**src/hw/rtl/r2h_pkg.sv**
```systemverilog
// Types and constants shared by the RGB to HSV converter.
package r2h_pkg;

	localparam int CH_W = 8;
	localparam int HUE_W = 15;
	localparam int SAT_W = 13;
	localparam int SAT_FRAC = 12;
	localparam int SEC_W = 11;
	localparam int HNUM_W = CH_W + HUE_W;

	localparam logic [HNUM_W-1:0] HUE_PER_SECTOR = HNUM_W'(3840);
	localparam logic [HUE_W-1:0] HUE_PER_TURN = HUE_W'(23040);
	localparam logic [SAT_W-1:0] SAT_ONE = SAT_W'(4096);

	localparam logic [SEC_W-1:0] SEC_OFF_RED_WRAP = SEC_W'(6);
	localparam logic [SEC_W-1:0] SEC_OFF_GREEN = SEC_W'(2);
	localparam logic [SEC_W-1:0] SEC_OFF_BLUE = SEC_W'(4);

	typedef enum logic [1:0] {
		SEL_RED,
		SEL_GREEN,
		SEL_BLUE
	} max_sel_t;

endpackage

```
**src/hw/rtl/r2h_div.sv**
```systemverilog
// Pipelined restoring divider, up to ceil(Q_W / STAGES) quotient bits per stage.
module r2h_div #(
	parameter int DEN_W = 8,
	parameter int Q_W = 15,
	parameter int STAGES = 4
) (
	input  logic                   clk,
	input  logic [STAGES-1:0]      en,
	input  logic [DEN_W+Q_W-1:0]   num,
	input  logic [DEN_W-1:0]       den,
	output logic [Q_W-1:0]         quo
);

	localparam int STEPS = (Q_W + STAGES - 1) / STAGES;

	logic [DEN_W-1:0] rem_s  [STAGES];
	logic [Q_W-1:0]   work_s [STAGES];
	logic [DEN_W-1:0] den_s  [STAGES];

	for (genvar k = 0; k < STAGES; k++) begin : g_stage
		logic [DEN_W-1:0] rem_in;
		logic [Q_W-1:0]   work_in;
		logic [DEN_W-1:0] den_in;
		logic [DEN_W-1:0] rem_nx;
		logic [Q_W-1:0]   work_nx;

		if (k == 0) begin : g_first
			assign rem_in  = num[DEN_W+Q_W-1:Q_W];
			assign work_in = num[Q_W-1:0];
			assign den_in  = den;
		end else begin : g_next
			assign rem_in  = rem_s[k-1];
			assign work_in = work_s[k-1];
			assign den_in  = den_s[k-1];
		end

		always_comb begin
			logic [DEN_W:0]   t;
			logic             ge;
			logic [DEN_W-1:0] r;
			logic [Q_W-1:0]   w;
			r = rem_in;
			w = work_in;
			t = '0;
			ge = 1'b0;
			for (int j = 0; j < STEPS; j++) begin
				if (k * STEPS + j < Q_W) begin
					t = {r, w[Q_W-1]};
					ge = (t >= {1'b0, den_in});
					w = {w[Q_W-2:0], ge};
					r = ge ? DEN_W'(t - {1'b0, den_in}) : t[DEN_W-1:0];
				end
			end
			rem_nx = r;
			work_nx = w;
		end

		always_ff @(posedge clk) begin
			if (en[k]) begin
				rem_s[k]  <= rem_nx;
				work_s[k] <= work_nx;
				den_s[k]  <= den_in;
			end
		end
	end

	assign quo = work_s[STAGES-1];

endmodule

```
**src/hw/rtl/rgb_to_hsv_converter.sv**
```systemverilog
// Top level of the RGB to HSV pixel converter.
// Takes one pixel per clock while pixel_stall is low and returns one HSV result per pixel, in
// order, through DIV_STAGES + 3 register stages. Two pipelined dividers, one for hue and one
// for saturation, each resolve their quotient over DIV_STAGES register stages; max/min
// selection, sector numerator and hue wrap take one stage each. A stall on the result side
// holds only the stages that are full, so empty stages keep taking pixels. Hue is in 1/64
// degree, saturation is scaled by 4096, brightness is the largest channel; a black pixel
// gives all zeros with hue_undefined set.
module rgb_to_hsv_converter #(
	parameter int DIV_STAGES = 4
) (
	input  logic                       clk,
	input  logic                       arst_n,
	input  logic                       pixel_valid,
	output logic                       pixel_stall,
	input  logic [r2h_pkg::CH_W-1:0]   red,
	input  logic [r2h_pkg::CH_W-1:0]   green,
	input  logic [r2h_pkg::CH_W-1:0]   blue,
	output logic                       hsv_valid,
	input  logic                       hsv_stall,
	output logic [r2h_pkg::HUE_W-1:0]  hue,
	output logic [r2h_pkg::SAT_W-1:0]  saturation,
	output logic [r2h_pkg::CH_W-1:0]   brightness,
	output logic                       hue_undefined
);

	localparam int NSTG = DIV_STAGES + 3;
	localparam int DIV0 = 2;

	logic [NSTG-1:0] vld_s;
	logic [NSTG-1:0] vld_in;
	logic [NSTG:0]   rdy;

	assign vld_in = {vld_s[NSTG-2:0], pixel_valid};

	always_comb begin
		rdy[NSTG] = !hsv_stall;
		for (int i = NSTG - 1; i >= 0; i--) begin
			rdy[i] = !vld_s[i] || rdy[i+1];
		end
	end

	always_ff @(posedge clk or negedge arst_n) begin
		if (!arst_n) begin
			vld_s <= '0;
		end else begin
			for (int i = 0; i < NSTG; i++) begin
				if (rdy[i]) begin
					vld_s[i] <= vld_in[i];
				end
			end
		end
	end

	assign pixel_stall = !rdy[0];
	assign hsv_valid = vld_s[NSTG-1];

	// stage 1: largest and smallest channel
	logic [r2h_pkg::CH_W-1:0] red_s1, green_s1, blue_s1, max_s1, min_s1;
	r2h_pkg::max_sel_t        sel_s1;
	logic [r2h_pkg::CH_W-1:0] max_c, min_c;
	r2h_pkg::max_sel_t        sel_c;

	always_comb begin
		priority if (red >= green && red >= blue) begin
			sel_c = r2h_pkg::SEL_RED;
			max_c = red;
		end else if (green >= blue) begin
			sel_c = r2h_pkg::SEL_GREEN;
			max_c = green;
		end else begin
			sel_c = r2h_pkg::SEL_BLUE;
			max_c = blue;
		end
		min_c = red;
		if (green < min_c) min_c = green;
		if (blue < min_c) min_c = blue;
	end

	always_ff @(posedge clk) begin
		if (rdy[0]) begin
			red_s1   <= red;
			green_s1 <= green;
			blue_s1  <= blue;
			max_s1   <= max_c;
			min_s1   <= min_c;
			sel_s1   <= sel_c;
		end
	end

	// stage 2: spread and sector numerator
	logic [r2h_pkg::CH_W-1:0]   delta_c;
	logic [r2h_pkg::SEC_W-1:0]  sec_c, off_c, add_c, sub_c;
	logic [r2h_pkg::CH_W-1:0]   delta_s2, max_s2;
	logic [r2h_pkg::HNUM_W-1:0] hnum_s2;
	logic                       black_s2, gray_s2;

	always_comb begin
		delta_c = max_s1 - min_s1;
		unique case (sel_s1)
			r2h_pkg::SEL_RED: begin
				off_c = (green_s1 >= blue_s1) ? '0 : r2h_pkg::SEC_OFF_RED_WRAP;
				add_c = r2h_pkg::SEC_W'(green_s1);
				sub_c = r2h_pkg::SEC_W'(blue_s1);
			end
			r2h_pkg::SEL_GREEN: begin
				off_c = r2h_pkg::SEC_OFF_GREEN;
				add_c = r2h_pkg::SEC_W'(blue_s1);
				sub_c = r2h_pkg::SEC_W'(red_s1);
			end
			r2h_pkg::SEL_BLUE: begin
				off_c = r2h_pkg::SEC_OFF_BLUE;
				add_c = r2h_pkg::SEC_W'(red_s1);
				sub_c = r2h_pkg::SEC_W'(green_s1);
			end
			default: begin
				off_c = '0;
				add_c = '0;
				sub_c = '0;
			end
		endcase
		sec_c = r2h_pkg::SEC_W'(off_c * r2h_pkg::SEC_W'(delta_c) + add_c - sub_c);
	end

	always_ff @(posedge clk) begin
		if (rdy[1]) begin
			delta_s2 <= delta_c;
			max_s2   <= max_s1;
			hnum_s2  <= r2h_pkg::HNUM_W'(sec_c) * r2h_pkg::HUE_PER_SECTOR;
			black_s2 <= (max_s1 == '0);
			gray_s2  <= (delta_c == '0);
		end
	end

	// divider stages
	logic [r2h_pkg::HUE_W-1:0] hue_quo;
	logic [r2h_pkg::SAT_W-1:0] sat_quo;

	r2h_div #(
		.DEN_W  (r2h_pkg::CH_W),
		.Q_W    (r2h_pkg::HUE_W),
		.STAGES (DIV_STAGES)
	) u_hue_div (
		.clk (clk),
		.en  (rdy[DIV0 +: DIV_STAGES]),
		.num (hnum_s2),
		.den (delta_s2),
		.quo (hue_quo)
	);

	r2h_div #(
		.DEN_W  (r2h_pkg::CH_W),
		.Q_W    (r2h_pkg::SAT_W),
		.STAGES (DIV_STAGES)
	) u_sat_div (
		.clk (clk),
		.en  (rdy[DIV0 +: DIV_STAGES]),
		.num ({1'b0, delta_s2, {r2h_pkg::SAT_FRAC{1'b0}}}),
		.den (max_s2),
		.quo (sat_quo)
	);

	logic [r2h_pkg::CH_W-1:0] bright_sd [DIV_STAGES];
	logic                     black_sd  [DIV_STAGES];
	logic                     gray_sd   [DIV_STAGES];

	for (genvar k = 0; k < DIV_STAGES; k++) begin : g_side
		logic [r2h_pkg::CH_W-1:0] bright_in;
		logic                     black_in;
		logic                     gray_in;

		if (k == 0) begin : g_first
			assign bright_in = max_s2;
			assign black_in  = black_s2;
			assign gray_in   = gray_s2;
		end else begin : g_next
			assign bright_in = bright_sd[k-1];
			assign black_in  = black_sd[k-1];
			assign gray_in   = gray_sd[k-1];
		end

		always_ff @(posedge clk) begin
			if (rdy[DIV0+k]) begin
				bright_sd[k] <= bright_in;
				black_sd[k]  <= black_in;
				gray_sd[k]   <= gray_in;
			end
		end
	end

	// output stage: wrap hue, zero the special cases
	always_ff @(posedge clk) begin
		if (rdy[NSTG-1]) begin
			if (gray_sd[DIV_STAGES-1]) begin
				hue <= '0;
			end else if (hue_quo >= r2h_pkg::HUE_PER_TURN) begin
				hue <= hue_quo - r2h_pkg::HUE_PER_TURN;
			end else begin
				hue <= hue_quo;
			end
			saturation    <= black_sd[DIV_STAGES-1] ? '0 : sat_quo;
			brightness    <= bright_sd[DIV_STAGES-1];
			hue_undefined <= black_sd[DIV_STAGES-1];
		end
	end

	a_black_zero: assert property (@(posedge clk) disable iff (!arst_n)
		hsv_valid && hue_undefined |-> hue == '0 && saturation == '0 && brightness == '0)
		else $error("black pixel result not all zero");

	a_sat_range: assert property (@(posedge clk) disable iff (!arst_n)
		hsv_valid |-> saturation <= r2h_pkg::SAT_ONE)
		else $error("saturation above one");

	a_hue_range: assert property (@(posedge clk) disable iff (!arst_n)
		hsv_valid |-> hue < r2h_pkg::HUE_PER_TURN)
		else $error("hue not wrapped");

	a_gray_hue: assert property (@(posedge clk) disable iff (!arst_n)
		hsv_valid && saturation == '0 |-> hue == '0)
		else $error("hue nonzero for gray pixel");

	a_stall_cause: assert property (@(posedge clk) disable iff (!arst_n)
		pixel_stall |-> hsv_valid && hsv_stall)
		else $error("input stalled while result side free");

endmodule
```
**config.mk**
```make
export PLATFORM = sky130hd
export DESIGN_NAME = rgb_to_hsv_converter
export DESIGN_NICKNAME = d
export VERILOG_FILES = /design/src/hw/rtl/r2h_pkg.sv /design/src/hw/rtl/r2h_div.sv /design/src/hw/rtl/rgb_to_hsv_converter.sv
export SDC_FILE = /design/constraint.sdc
export NUM_CORES = 1
export LEC_CHECK = 0
export BUFFER_PORTS_ARGS = -buffer_cell sky130_fd_sc_hd__buf_2
export CAP_MARGIN = 20
export CORE_MARGIN = 3
export CORE_UTILIZATION = 43
export DETAILED_ROUTE_END_ITERATION = 8
export PLACE_DENSITY = 0.61
export SLEW_MARGIN = 20
export SYNTH_ARGS = -nofsm -noshare
export SYNTH_HDL_FRONTEND = slang
export SYNTH_SLANG_ARGS = --single-unit
```
**constraint.sdc**
```tcl
create_clock -name clk -period 25.2 [get_ports clk]
set_input_delay 1.26 -clock clk [delete_from_list [all_inputs] [get_ports clk]]
set_output_delay 1.26 -clock clk [all_outputs]
set_load 0.005 [all_outputs]
```
==> run summary <==
Status: completed
Worst path required time: 25,500 ps
Post-Synth Simple-Gate Area: 0.127
Most used flip-flop cell after synthesis: edfxtp_1
Worst hold path depth: 0
Reg-to-Reg Start: u_hue_div.den_s[0][1]
Synth Instances: 2,434
Top delay family on crit path: compound AO/OA/AOI/OAI gates
Port Buffers: 66
Ant. Diodes: 0
Largest family of logic cells by synthesized area: adder cells
Critical setup path kind: flip-flop to flip-flop
Post-cts gate resize count: 0
Period minus WS final: 9990 ps
Via count: 18,200
Clk_skew: 33.7 ps
CTS Sinks: 310
Area Growth Syn to Fin: 9.69%
Worst-skew pair later-pin latency: 550 ps
Buf/Inv on CP: 4
Most frequent cells in the layout: edfxtp_1, ha_1, inv_1
# setup viols final: 0
Max Cap Viol: 0
Fmax: 0.100 GHz
CP arrival: 10,290 ps
Synth warnings: 0
Post-synthesis compound-gate area fraction: 0.155
Final Hold Fails: 0
Post-CTS Setup Inserts: 0
Hold Path Origin: black_sd[1]
Placer Congestion: 0.898
Worst slew margin: 0.319
Xor and xnor area share after synthesis: 0.0515
CTS tree: yes
Die Wd: 246 um
Unrepaired setup endpoints after global routing: false
H-tree depth: 2
Final global-route overflow total: 0
IO Count: 67
Routed Antenna Nets: 0
Die height: 246 um
Via/cell ratio: 5.54
First-pass GRT wire length: 92.6 mm
Critical path's slowest cell: nor2_1
Initial core utilization: 0.437
DR pass1 iterations: 6
Crit path largest cell delay: 690 ps
Syn Nets: 2,808
CTS clk-pin slew, worst paths: 60 ps
Post-synthesis cell type count: 100
Wirelength, routed: 56.6 mm
# rows: 87
Mapped Area: 24,800 um^2
1st-iter DRT viols: 899
Post-DP HPWL: 44.7 mm
Vias in the first global route: 18,000
Root Buffer: clkbuf_16
Syn Area/Cell: 10.2 um^2
DR DRC count: 0
Pins Over Slew Limit: 0
Yosys reg bits: 310
GRT Util Overall: 0.187
Slew @ Worst Pin: 1020 ps
Commonest non-fill, non-tap cell in the layout: edfxtp_1
RR Endpoint: u_hue_div.rem_s[1][4]
CP Capture Type: flip-flop
Core area: 56,700 um^2
Synth Area in Adders: 0.189
Worst Hold Endpoint: black_sd[2]
Worst reg2reg setup slack: 15,210 ps
Hold WC Path Type: flip-flop to flip-flop
Routed wire per std cell: 17.2 um
Pin count of the biggest net entering global routing: 51
Die area: 60,600 um^2
Bufs on Longest Clock Path: 3
Worst-path fanout max: 12
Cts hold-fix bufs: 0
EDFF count, synth: 303
Antenna violations before repair: 1
Reg2Reg Depth: 34
Post-synth ARST share: 0.0226
Register area share after synthesis: 0.374
Startpoint Class: flip-flop
TNS Setup: 0 ps
Post-layout nets: 2,883
Share of synthesized area spent on multiplexers: 0.0578
Layout cell share with drive strength beyond 1: 0.0950
Cts bufs inserted: 35
Crit path top cell by count: a21oi_1
Final worst-path cycle share: 0.396
==> cells in the mapped netlist (all sizes together), types with 24 or more instances <==
| library cell | count | area (um^2) |
|---|---|---|
| xnor2 | 98 | 858 |
| o21a | 57 | 428 |
| fa | 47 | 941 |
| xor2 | 48 | 420 |
| and2 | 24 | 151 |
| edfxtp | 303 | 9100 |
| ha | 299 | 3740 |
| nand2b | 41 | 259 |
| nand3 | 29 | 145 |
| mux2 | 60 | 676 |
| nor2 | 182 | 683 |
| inv | 263 | 990 |
| mux2i | 73 | 759 |
| nor2b | 68 | 425 |
| o21ai | 133 | 666 |
| nand2 | 105 | 399 |
| a21oi | 155 | 780 |
| clkbuf | 24 | 91.3 |
| nor3 | 45 | 225 |
| a21o | 53 | 399 |
==> layout make-up <==
| class | count | area [um^2] |
|---|---|---|
| clock buffers | 45 | 943 |
| clock inverters | 19 | 263 |
| fillers | 5163 | 29500 |
| inverters | 266 | 1000 |
| multi-input cells | 1823 | 14400 |
| flip-flops and latches | 310 | 9270 |
| well taps | 756 | 946 |
| repair buffers | 73 | 383 |
==> sequential cells by signal (all words and copies together) (netlist names), 13 cells and up <==
register and cells:
bright_sd 16, hnum_s2 15, hue 15, saturation 13
u_hue_div.den_s 24, u_hue_div.rem_s 24, u_hue_div.work_s 42, u_sat_div.den_s 16
u_sat_div.rem_s 24, u_sat_div.work_s 37
==> worst max-delay path by stage <==
stage	slack, ps	end	startpoint	depth (start not counted)
after floorplan	16810	u_sat_div.rem_s[0][1]	delta_s2[0]	37
after global placement	15180	u_hue_div.rem_s[1][4]	u_hue_div.den_s[0][1]	34
after detailed placement	15200	u_hue_div.rem_s[1][4]	u_hue_div.den_s[0][1]	34
after CTS	15190	u_hue_div.rem_s[1][4]	u_hue_div.den_s[0][1]	34
after global routing	14130	u_hue_div.rem_s[1][4]	u_hue_div.den_s[0][1]	34
final	15210	u_hue_div.rem_s[1][4]	u_hue_div.den_s[0][1]	34
==> cell families (layout without fill, tap and decap cells) <==
family,count (synthesis),after routing
mux,133,133
buf+inv,301,403
simple gates,617,617
flops,310,310
fa+ha+maj,346,346
compound gates,581,581
xor+xnor,146,146
==> metal layers <==
| metal | part of all wire | track usage | vias up |
|---|---|---|---|
| li1 | - | - | 9032 |
| met1 | 0.47 | 0.257 | 8711 |
| met2 | 0.46 | 0.308 | 408 |
| met3 | 0.045 | 0.0235 | 98 |
| met4 | 0.025 | 0.0601 | 0 |
| met5 | 0 | 0 | - |
==> metrics by stage <==
step / setup WS (ps) / hold slack, ps / std cells / util / area, um^2
detailed placement: 15200 / 405 / 3228 / 0.458 / 26000
CTS: 15190 / 407 / 3292 / 0.480 / 27200
global placement: 15180 / 400 / 3228 / 0.458 / 26000
floorplan: 16810 / 400 / 2434 / - / 24800
global route: 14130 / 417 / 3292 / 0.480 / 27200
finish: 15210 / 408 / 3292 / 0.480 / 27200
Power is left out: the tool's default activity adds up to more than one toggle a clock period on the data nets, which glitch-free logic cannot reach.
